`src/design/pffc_pkg.sv`:
```
`timescale 1ns / 1ps

package pffc_pkg;

   localparam int DATA_FRAC_BITS = 8;
   localparam int GAIN_FRAC_BITS = 12;
   localparam int SMOOTH_SHIFT   = 12;
   localparam int SMOOTH_ONE     = 4096;

   localparam int SPEED_W = 24;
   localparam int ERR_W   = SPEED_W + 1;
   localparam int GAIN_W  = 16;
   localparam int COEF_W  = 13;
   localparam int DRIVE_W = 15;
   localparam int STATE_W = 32;
   localparam int IDX_W   = 2;
   localparam int CSR_W   = 16;

   localparam int ONE        = 1 << DATA_FRAC_BITS;
   localparam int INTEG_LIM  = 25 * ONE;
   localparam int INTEG_W    = $clog2(INTEG_LIM + 1) + 1;
   localparam int DECAY_DIV  = 100;
   localparam int DEAD_LIM   = (15 * ONE + DECAY_DIV - 1) / DECAY_DIV;
   localparam int SMALL_LIM  = (3 * ONE + DECAY_DIV - 1) / DECAY_DIV;
   localparam int DEAD_W     = $clog2(DEAD_LIM);
   localparam int NUM_SMALL  = 96 * ONE;
   localparam int NUM_BASE   = 95 * ONE;
   localparam int NUM_W      = $clog2(NUM_SMALL + 1);
   localparam int Y_W        = $clog2(25 * 96 * ONE + 1);
   localparam int DRIVE_MAX  = 100 * ONE;

   // floor(y / 100) = (y * RECIP_MUL) >> RECIP_SHIFT, then a one-step fixup
   localparam int    RECIP_SHIFT = Y_W + 7;
   localparam int    RECIP_W     = RECIP_SHIFT - 6;
   localparam longint RECIP_MUL  =
      ((64'sd1 <<< RECIP_SHIFT) + DECAY_DIV - 1) / DECAY_DIV;

   localparam int MUL_A_W = STATE_W + 1;
   localparam int MUL_B_W = RECIP_W + 1;
   localparam int ACC_W   = MUL_A_W + MUL_B_W;

   localparam logic [GAIN_W-1:0] PROP_GAIN_RST   = 16'd8806;
   localparam logic [GAIN_W-1:0] INTEG_GAIN_RST  = 16'd983;
   localparam logic [GAIN_W-1:0] FF_GAIN_RST     = 16'd3195;
   localparam logic [COEF_W-1:0] SMOOTH_COEF_RST = 13'd2540;

   typedef enum logic [IDX_W-1:0] {
      CSR_PROP_GAIN   = 2'd0,
      CSR_INTEG_GAIN  = 2'd1,
      CSR_FF_GAIN     = 2'd2,
      CSR_SMOOTH_COEF = 2'd3
   } csr_idx_type;

   typedef enum logic [1:0] {
      MAC_NONE,
      MAC_LOAD,
      MAC_ADD
   } mac_op_type;

   typedef enum logic [2:0] {
      SEL_FF,
      SEL_PROP,
      SEL_INTEG,
      SEL_DECAY,
      SEL_RECIP,
      SEL_CHECK,
      SEL_HIST,
      SEL_NEW
   } opnd_sel_type;

   typedef enum logic [4:0] {
      ST_IDLE,
      ST_INTEG,
      ST_PROP,
      ST_INTG,
      ST_DRAIN,
      ST_RAW,
      ST_DEC_W1,
      ST_DEC_Y,
      ST_DEC_W2,
      ST_DEC_Q,
      ST_DEC_W3,
      ST_DEC_FIX,
      ST_FILT_A,
      ST_FILT_B,
      ST_FILT_W,
      ST_FILT_D,
      ST_OUT
   } fsm_type;

   typedef struct packed {
      logic         in_ready;
      mac_op_type   op;
      opnd_sel_type sel;
      logic         ld_integ;
      logic         ld_raw;
      logic         ld_y;
      logic         ld_q;
      logic         ld_fix;
      logic         ld_state;
      logic         ld_out;
   } ctl_type;

   function automatic logic signed [STATE_W-1:0] sat_state(
      input logic signed [ACC_W-1:0] v
   );
      logic signed [ACC_W-1:0]   hi;
      logic signed [ACC_W-1:0]   lo;
      logic signed [STATE_W-1:0] res;
      hi = {{(ACC_W-STATE_W+1){1'b0}}, {(STATE_W-1){1'b1}}};
      lo = ~hi;
      if (v > hi) begin
         res = hi[STATE_W-1:0];
      end else if (v < lo) begin
         res = lo[STATE_W-1:0];
      end else begin
         res = v[STATE_W-1:0];
      end
      return res;
   endfunction

endpackage

```
`src/design/pffc_mac.sv`:
```
`timescale 1ns / 1ps

module pffc_mac import pffc_pkg::*; (
   input  logic                      clock,
   input  logic                      reset,
   input  mac_op_type                op,
   input  logic signed [MUL_A_W-1:0] opnd_a,
   input  logic signed [MUL_B_W-1:0] opnd_b,
   output logic signed [ACC_W-1:0]   acc
);

   mac_op_type               op_ff;
   logic signed [ACC_W-1:0]  prod_ff;
   logic signed [ACC_W-1:0]  prod_in;
   logic signed [ACC_W-1:0]  acc_ff;
   logic signed [ACC_W-1:0]  acc_in;

   assign prod_in = opnd_a * opnd_b;

   always_comb begin
      case (op_ff)
         MAC_LOAD: acc_in = prod_ff;
         MAC_ADD:  acc_in = acc_ff + prod_ff;
         default:  acc_in = acc_ff;
      endcase
   end

   always_ff @(posedge clock) begin
      if (reset) begin
         op_ff <= MAC_NONE;
      end else begin
         op_ff <= op;
      end
   end

   always_ff @(posedge clock) begin
      prod_ff <= prod_in;
      acc_ff  <= acc_in;
   end

   assign acc = acc_ff;

endmodule

```
`src/design/pffc_ctrl.sv`:
```
`timescale 1ns / 1ps

module pffc_ctrl import pffc_pkg::*; (
   input  logic    clock,
   input  logic    reset,
   input  logic    start,
   input  logic    dead,
   input  logic    slot_free,
   output ctl_type ctl
);

   fsm_type state_ff;
   fsm_type state_in;

   always_comb begin
      state_in = state_ff;
      unique case (state_ff)
         ST_IDLE:    if (start) state_in = ST_INTEG;
         ST_INTEG:   state_in = ST_PROP;
         ST_PROP:    state_in = ST_INTG;
         ST_INTG:    state_in = ST_DRAIN;
         ST_DRAIN:   state_in = ST_RAW;
         ST_RAW:     state_in = dead ? ST_DEC_W1 : ST_FILT_A;
         ST_DEC_W1:  state_in = ST_DEC_Y;
         ST_DEC_Y:   state_in = ST_DEC_W2;
         ST_DEC_W2:  state_in = ST_DEC_Q;
         ST_DEC_Q:   state_in = ST_DEC_W3;
         ST_DEC_W3:  state_in = ST_DEC_FIX;
         ST_DEC_FIX: state_in = ST_FILT_A;
         ST_FILT_A:  state_in = ST_FILT_B;
         ST_FILT_B:  state_in = ST_FILT_W;
         ST_FILT_W:  state_in = ST_FILT_D;
         ST_FILT_D:  state_in = ST_OUT;
         ST_OUT:     if (slot_free) state_in = ST_IDLE;
         default:    state_in = ST_IDLE;
      endcase
   end

   always_comb begin
      ctl = '0;
      ctl.op  = MAC_NONE;
      ctl.sel = SEL_FF;
      unique case (state_ff)
         ST_IDLE: ctl.in_ready = 1'b1;
         ST_INTEG: begin
            ctl.ld_integ = 1'b1;
            ctl.op       = MAC_LOAD;
            ctl.sel      = SEL_FF;
         end
         ST_PROP: begin
            ctl.op  = dead ? MAC_NONE : MAC_ADD;
            ctl.sel = SEL_PROP;
         end
         ST_INTG: begin
            ctl.op  = dead ? MAC_NONE : MAC_ADD;
            ctl.sel = SEL_INTEG;
         end
         ST_RAW: begin
            ctl.ld_raw = 1'b1;
            ctl.op     = dead ? MAC_LOAD : MAC_NONE;
            ctl.sel    = SEL_DECAY;
         end
         ST_DEC_Y: begin
            ctl.ld_y = 1'b1;
            ctl.op   = MAC_LOAD;
            ctl.sel  = SEL_RECIP;
         end
         ST_DEC_Q: begin
            ctl.ld_q = 1'b1;
            ctl.op   = MAC_LOAD;
            ctl.sel  = SEL_CHECK;
         end
         ST_DEC_FIX: ctl.ld_fix = 1'b1;
         ST_FILT_A: begin
            ctl.op  = MAC_LOAD;
            ctl.sel = SEL_HIST;
         end
         ST_FILT_B: begin
            ctl.op  = MAC_ADD;
            ctl.sel = SEL_NEW;
         end
         ST_FILT_D: ctl.ld_state = 1'b1;
         ST_OUT:    ctl.ld_out = slot_free;
         default:   ctl.in_ready = 1'b0;
      endcase
   end

   always_ff @(posedge clock) begin
      if (reset) begin
         state_ff <= ST_IDLE;
      end else begin
         state_ff <= state_in;
      end
   end

endmodule

```
`src/design/pi_feedforward_speed_controller_unit.sv`:
```
`timescale 1ns / 1ps

// Result registered in ST_OUT once the output slot is free; inside the deadband the
// integral decay runs first. A new item is taken only in ST_IDLE; all products go
// through one shared multiplier with a registered product and accumulator.
// Reset (synchronous): integral and filter state cleared, gains and filter
// coefficient return to defaults, no result pending.

module pi_feedforward_speed_controller_unit import pffc_pkg::*; (
   input  logic                 clock,
   input  logic                 reset,
   input  logic                 req_tvalid,
   output logic                 req_tready,
   input  logic [47:0]          req_tdata,   // [23:0] measured_speed, [47:24] setpoint_speed
   output logic                 rsp_tvalid,
   input  logic                 rsp_tready,
   output logic [15:0]          rsp_tdata,   // [14:0] drive_level
   input  logic                 csr_valid,
   output logic                 csr_ready,
   input  logic [IDX_W-1:0]     csr_index,
   input  logic [CSR_W-1:0]     csr_data
);

   localparam logic signed [ERR_W:0] LIM_HI = (ERR_W+1)'(INTEG_LIM);
   localparam logic signed [ERR_W:0] LIM_LO = -LIM_HI;

   ctl_type ctl;

   logic [GAIN_W-1:0] prop_gain_ff;
   logic [GAIN_W-1:0] integ_gain_ff;
   logic [GAIN_W-1:0] ff_gain_ff;
   logic [COEF_W-1:0] smooth_coef_ff;

   logic signed [SPEED_W-1:0] req_meas;
   logic signed [SPEED_W-1:0] req_targ;
   logic signed [SPEED_W-1:0] targ_ff;
   logic signed [ERR_W-1:0]   err_ff;
   logic signed [ERR_W-1:0]   err_in;

   logic signed [INTEG_W-1:0] integ_acc_ff;
   logic signed [INTEG_W-1:0] integ_ff;
   logic signed [INTEG_W-1:0] integ_in;
   logic signed [ERR_W:0]     integ_sum;
   logic signed [INTEG_W-1:0] integ_clamp;
   logic [ERR_W-1:0]          err_mag;
   logic                      dead_ff;
   logic                      dead_in;
   logic [NUM_W-1:0]          num_ff;
   logic [NUM_W-1:0]          num_in;

   logic [INTEG_W-2:0]        integ_mag;
   logic [Y_W-1:0]            y_ff;
   logic [Y_W-1:0]            y_in;
   logic [INTEG_W-2:0]        q_ff;
   logic [INTEG_W-2:0]        q_in;
   logic [Y_W-1:0]            rem;
   logic [INTEG_W-2:0]        q_fix;

   logic signed [STATE_W-1:0] raw_ff;
   logic signed [STATE_W-1:0] smoothed_ff;
   logic [COEF_W-1:0]         coef_eff;
   logic [COEF_W-1:0]         coef_rest;

   logic                      rsp_valid_ff;
   logic [DRIVE_W-1:0]        rsp_data_ff;
   logic [DRIVE_W-1:0]        drive_in;
   logic                      slot_free;
   logic                      req_fire;

   logic signed [MUL_A_W-1:0] opnd_a;
   logic signed [MUL_B_W-1:0] opnd_b;
   logic signed [ACC_W-1:0]   acc;

   pffc_ctrl u_ctrl (
      .clock     (clock),
      .reset     (reset),
      .start     (req_tvalid),
      .dead      (dead_ff),
      .slot_free (slot_free),
      .ctl       (ctl)
   );

   pffc_mac u_mac (
      .clock  (clock),
      .reset  (reset),
      .op     (ctl.op),
      .opnd_a (opnd_a),
      .opnd_b (opnd_b),
      .acc    (acc)
   );

   assign req_tready = ctl.in_ready;
   assign req_fire   = req_tvalid & ctl.in_ready;
   assign csr_ready  = 1'b1;
   assign slot_free  = ~rsp_valid_ff | rsp_tready;
   assign rsp_tvalid = rsp_valid_ff;
   assign rsp_tdata  = {1'b0, rsp_data_ff};

   assign req_meas = req_tdata[SPEED_W-1:0];
   assign req_targ = req_tdata[2*SPEED_W-1:SPEED_W];
   assign err_in   = ERR_W'(req_targ) - ERR_W'(req_meas);

   // integral update, deadband decision
   assign integ_sum = (ERR_W+1)'(integ_acc_ff) + (ERR_W+1)'(err_ff);
   always_comb begin
      if (integ_sum > LIM_HI) begin
         integ_clamp = LIM_HI[INTEG_W-1:0];
      end else if (integ_sum < LIM_LO) begin
         integ_clamp = LIM_LO[INTEG_W-1:0];
      end else begin
         integ_clamp = integ_sum[INTEG_W-1:0];
      end
   end

   assign err_mag = err_ff[ERR_W-1] ? ERR_W'(-err_ff) : ERR_W'(err_ff);
   assign dead_in = err_mag < ERR_W'(DEAD_LIM);
   assign num_in  = (err_mag < ERR_W'(SMALL_LIM)) ? NUM_W'(NUM_SMALL) :
                    NUM_W'(NUM_BASE) - NUM_W'(err_mag[DEAD_W-1:0]) * NUM_W'(DECAY_DIV);

   // integral decay, truncated toward zero on the magnitude
   assign integ_mag = integ_ff[INTEG_W-1] ? (INTEG_W-1)'(-integ_ff) :
                                            (INTEG_W-1)'(integ_ff);
   assign y_in  = acc[DATA_FRAC_BITS +: Y_W];
   assign q_in  = acc[RECIP_SHIFT +: INTEG_W-1];
   assign rem   = y_ff - acc[Y_W-1:0];
   assign q_fix = q_ff + (INTEG_W-1)'(rem >= Y_W'(DECAY_DIV));

   always_comb begin
      if (ctl.ld_fix) begin
         integ_in = integ_ff[INTEG_W-1] ? -INTEG_W'(q_fix) : INTEG_W'(q_fix);
      end else begin
         integ_in = integ_clamp;
      end
   end

   assign coef_eff  = (smooth_coef_ff > COEF_W'(SMOOTH_ONE)) ? COEF_W'(SMOOTH_ONE)
                                                              : smooth_coef_ff;
   assign coef_rest = COEF_W'(SMOOTH_ONE) - coef_eff;

   always_comb begin
      unique case (ctl.sel)
         SEL_FF: begin
            opnd_a = MUL_A_W'(targ_ff);
            opnd_b = MUL_B_W'(ff_gain_ff);
         end
         SEL_PROP: begin
            opnd_a = MUL_A_W'(err_ff);
            opnd_b = MUL_B_W'(prop_gain_ff);
         end
         SEL_INTEG: begin
            opnd_a = MUL_A_W'(integ_ff);
            opnd_b = MUL_B_W'(integ_gain_ff);
         end
         SEL_DECAY: begin
            opnd_a = MUL_A_W'(integ_mag);
            opnd_b = MUL_B_W'(num_ff);
         end
         SEL_RECIP: begin
            opnd_a = MUL_A_W'(y_in);
            opnd_b = MUL_B_W'(RECIP_MUL);
         end
         SEL_CHECK: begin
            opnd_a = MUL_A_W'(q_in);
            opnd_b = MUL_B_W'(DECAY_DIV);
         end
         SEL_HIST: begin
            opnd_a = MUL_A_W'(smoothed_ff);
            opnd_b = MUL_B_W'(coef_eff);
         end
         SEL_NEW: begin
            opnd_a = MUL_A_W'(raw_ff);
            opnd_b = MUL_B_W'(coef_rest);
         end
         default: begin
            opnd_a = '0;
            opnd_b = '0;
         end
      endcase
   end

   always_comb begin
      if (smoothed_ff[STATE_W-1]) begin
         drive_in = '0;
      end else if (smoothed_ff > STATE_W'(DRIVE_MAX)) begin
         drive_in = DRIVE_W'(DRIVE_MAX);
      end else begin
         drive_in = smoothed_ff[DRIVE_W-1:0];
      end
   end

   always_ff @(posedge clock) begin
      if (reset) begin
         prop_gain_ff   <= PROP_GAIN_RST;
         integ_gain_ff  <= INTEG_GAIN_RST;
         ff_gain_ff     <= FF_GAIN_RST;
         smooth_coef_ff <= SMOOTH_COEF_RST;
      end else if (csr_valid) begin
         unique case (csr_idx_type'(csr_index))
            CSR_PROP_GAIN:   prop_gain_ff   <= csr_data;
            CSR_INTEG_GAIN:  integ_gain_ff  <= csr_data;
            CSR_FF_GAIN:     ff_gain_ff     <= csr_data;
            CSR_SMOOTH_COEF: smooth_coef_ff <= csr_data[COEF_W-1:0];
            default:         prop_gain_ff   <= prop_gain_ff;
         endcase
      end
   end

   always_ff @(posedge clock) begin
      if (reset) begin
         integ_acc_ff <= '0;
         smoothed_ff  <= '0;
         rsp_valid_ff <= 1'b0;
      end else begin
         if (ctl.ld_state) begin
            integ_acc_ff <= integ_ff;
            smoothed_ff  <= sat_state(acc >>> SMOOTH_SHIFT);
         end
         if (ctl.ld_out) begin
            rsp_valid_ff <= 1'b1;
         end else if (rsp_tready) begin
            rsp_valid_ff <= 1'b0;
         end
      end
   end

   always_ff @(posedge clock) begin
      if (req_fire) begin
         targ_ff <= req_targ;
         err_ff  <= err_in;
      end
      if (ctl.ld_integ) begin
         dead_ff <= dead_in;
         num_ff  <= num_in;
      end
      if (ctl.ld_integ | ctl.ld_fix) begin
         integ_ff <= integ_in;
      end
      if (ctl.ld_raw) begin
         raw_ff <= sat_state(acc >>> GAIN_FRAC_BITS);
      end
      if (ctl.ld_y) begin
         y_ff <= y_in;
      end
      if (ctl.ld_q) begin
         q_ff <= q_in;
      end
      if (ctl.ld_out) begin
         rsp_data_ff <= drive_in;
      end
   end

endmodule
```
`config.mk`:
```
export PLATFORM = sky130hd
export DESIGN_NAME = pi_feedforward_speed_controller_unit
export DESIGN_NICKNAME = d
export VERILOG_FILES = /design/src/design/pffc_pkg.sv /design/src/design/pffc_mac.sv /design/src/design/pffc_ctrl.sv /design/src/design/pi_feedforward_speed_controller_unit.sv
export SDC_FILE = /design/constraint.sdc
export NUM_CORES = 2
export LEC_CHECK = 0
export BUFFER_PORTS_ARGS = -buffer_cell sky130_fd_sc_hd__buf_4
export CAP_MARGIN = 20
export CORE_AREA = 2 2 303 305
export CTS_CLUSTER_SIZE = 28
export DETAILED_ROUTE_END_ITERATION = 16
export DIE_AREA = 0 0 305 307
export MAX_ROUTING_LAYER = met4
export PLACE_DENSITY = 0.76
export SLEW_MARGIN = 0
export SYNTH_ARGS = -nofsm -noshare
export SYNTH_HDL_FRONTEND = slang
export SYNTH_HIERARCHICAL = 1
export SYNTH_SLANG_ARGS = --single-unit
```
`constraint.sdc`:
```
create_clock -name clock -period 15.3 [get_ports clock]
set_input_delay 4.59 -clock clock [delete_from_list [all_inputs] [get_ports clock]]
set_output_delay 4.59 -clock clock [all_outputs]
set_load 0.01 [all_outputs]
```
==> qor.csv <==
metric,value,unit
start_util,54.49,%
port_buffers,87,
crit_arrival,12.45,ns
ys_types,105,
die_h,307,um
setup_slack,3.276,ns
grt_pass1_wl,223000,um
syn_area,49420,um^2
clk_pin_slew_worst_paths,0.06,ns
cts_tree,yes,
cts_buffers,43,
gp_congestion,0.9786,
post-route-period-util,78.59,%
synth_area_leaders,"fa_1 29%, edfxtp_1 13%, ha_1 7.9%",
syn_inst,5388,
drt.antenna.violating_nets,0,
ys.warnings.count,6,
numClockSinks,382,
fin_crit,12.02,ns
endpoint_kind,flip-flop,
final_cell_area,52850,um^2
tightest_slew,1.186,ns
drv_slew,0,
yosysSeqAreaShare,19.77,%
critPathSlowestCell,clkinv_1,
synth.most_common_cell,inv_1,
totalWireLength,139400,um
stdcell_count,6577,
overflow,0,
whs_endpoint,integ_gain_ff[5],
r2r_start,u_ctrl/state_ff[1],
drive_gt1_share,6.882,%
antenna_found_initial,1,
rsz0062_at_grt,false,
layout.nets,6466,
rows,111,
ios,90,
synth_flop_cell,edfxtp_1,
avgSynthCellArea,9.172,um^2
max_freq,83.17,MHz
hold_viol,0,
grt_pass1_vias,39900,
wl_per_cell,21.19,um
cp.required,15.73,ns
dp_cells,6497,
grt_start_max_net_pins,69,
hold_buffers,0,
holdPathStages,2,
critical_path_class,reg -> reg,
grtUsageTotal,31.09,%
drc_errors,0,
max-cap-violations,0,
clockBufferDepth,3,
core_area,90690,um^2
area_growth,6.945,%
synth-seq-cells,382,
worstPathMaxFanout,33,
cts-resized-gates,0,
setup_tns,0,ns
place_area,51360,um^2
skew,0.02857,ns
r2r-end,u_mac/prod_ff[54],
start_kind,flip-flop,
via_per_inst,5.947,
post-dp-hpwl,106300,um
rrSetupSlack,3.28,ns
clock_latency,0.58,ns
cts-root-buf,clkbuf_16,
hold_start,integ_gain_ff[5],
synth_top_area_share,29.41,%
post-place-ws,3.646,ns
path_common_cell,fa_1,
h-tree-depth,2,
num_antenna_cells,0,
r2r.worst_path.cells,29,
slowest_delay,0.96,ns
status,finished clean,
vias,39110,
first_iter_violations,3886,
yosys-top-cells-count,"863 x inv_1, 726 x fa_1, 703 x nand2_1",
first_pass_iters,6,
hold_class,reg -> reg,
yosys.area.top_type,fa_1,
die-area,93640,um^2
synth_edf_count,212,
post_cts_buffers,0,
die_x,305,um
finalSetupViolations,0,
slew_headroom,20.94,%
synthArstFlopShare,0,%
==> sequential cells by signal (all words and copies together) (netlist names), 14 cells and up <==
register,count
err_ff,25
smoothed_ff,32
u_mac/acc,55
raw_ff,32
u_mac/prod_ff,55
integ_gain_ff,16
prop_gain_ff,16
ff_gain_ff,16
y_ff,20
rsp_data_ff,15
targ_ff,24
integ_ff,14
integ_acc_ff,14
==> metrics by stage <==
step,hold slack (ns),utilization [%]
global route,0.4721,58.28
floorplan,0.4331,-
detailed placement,0.4446,56.63
CTS,0.4526,58.23
finish,0.4561,58.28
global placement,0.4397,56.62
==> critical path: cells and delay by family (launching register included) <==
kind | cells | cell delay, ns
buffers and inverters | 4 | 1.11
adder cells (fa/ha/maj) | 8 | 4.02
flip-flops | 1 | 0.67
AND/OR/NAND/NOR | 8 | 2.36
AO/OA/AOI/OAI | 8 | 3.53
XOR/XNOR | 1 | 0.12
==> logic make-up after synthesis <==
group                      synth area share (%)
AOI/OAI and AO/OA                         11.51
DFF                                       19.77
other                                   0.01520
muxes                                     3.155
buffers and inverters                     8.562
xor gates and xnor gates                  3.598
adders and majority gates                 37.28
and+or+nand+nor                           16.11
==> layout make-up <==
cell class | instances | area [um^2]
Timing Repair Buffer | 153 | 1176
Clock inverter | 25 | 286.5
Sequential cell | 382 | 9769
Tap cell | 1186 | 1484
Fill cell | 7715 | 37840
Inverter | 867 | 3254
Multi-Input combinational cell | 3911 | 35720
Clock buffer | 53 | 1166
==> how the worst max path moves through the flow <==
| stage | startpoint | end | cells after the start |
|---|---|---|---|
| 5_1_grt | u_ctrl/state_ff[2] | u_mac/prod_ff[54] | 30 |
| 2_1_floorplan | u_ctrl/state_ff[0] | u_mac/prod_ff[53] | 37 |
| 3_5_place_dp | u_ctrl/state_ff[1] | u_mac/prod_ff[53] | 34 |
| 3_3_place_gp | u_ctrl/state_ff[1] | u_mac/prod_ff[53] | 34 |
| 6_report | u_ctrl/state_ff[1] | u_mac/prod_ff[54] | 29 |
| 4_1_cts | u_ctrl/state_ff[1] | u_mac/prod_ff[53] | 34 |
==> placed cells by master, fill, tap and decap left out, types with 37 or more instances in the layout <==
cell / count
ha_1: 310
nor2_1: 247
inv_1: 861
dfxtp_1: 170
mux2_2: 50
xor2_1: 70
and2_1: 313
a21o_1: 98
nand3_1: 54
a21oi_1: 237
fa_1: 726
nand2_1: 703
nand3b_1: 37
edfxtp_1: 212
xnor2_1: 133
buf_4: 150
o21a_1: 62
nor3_1: 53
mux2i_1: 80
o21ai_0: 151
clkbuf_16: 44
==> layer usage <==
layer / routed length [um] / GRT usage (%) / share of wire, % / vias up
met5: 0 / - / 0 / -
met4: 4530 / 9.268 / 3.3 / 0
met3: 13980 / 5.024 / 10 / 333
met2: 62300 / 46.96 / 45 / 1882
met1: 58550 / 43.36 / 42 / 19520
li1: - / - / - / 17380
Power is not shown: default switching activity piles up to over one toggle a cycle in this logic, so the estimate is an artifact.
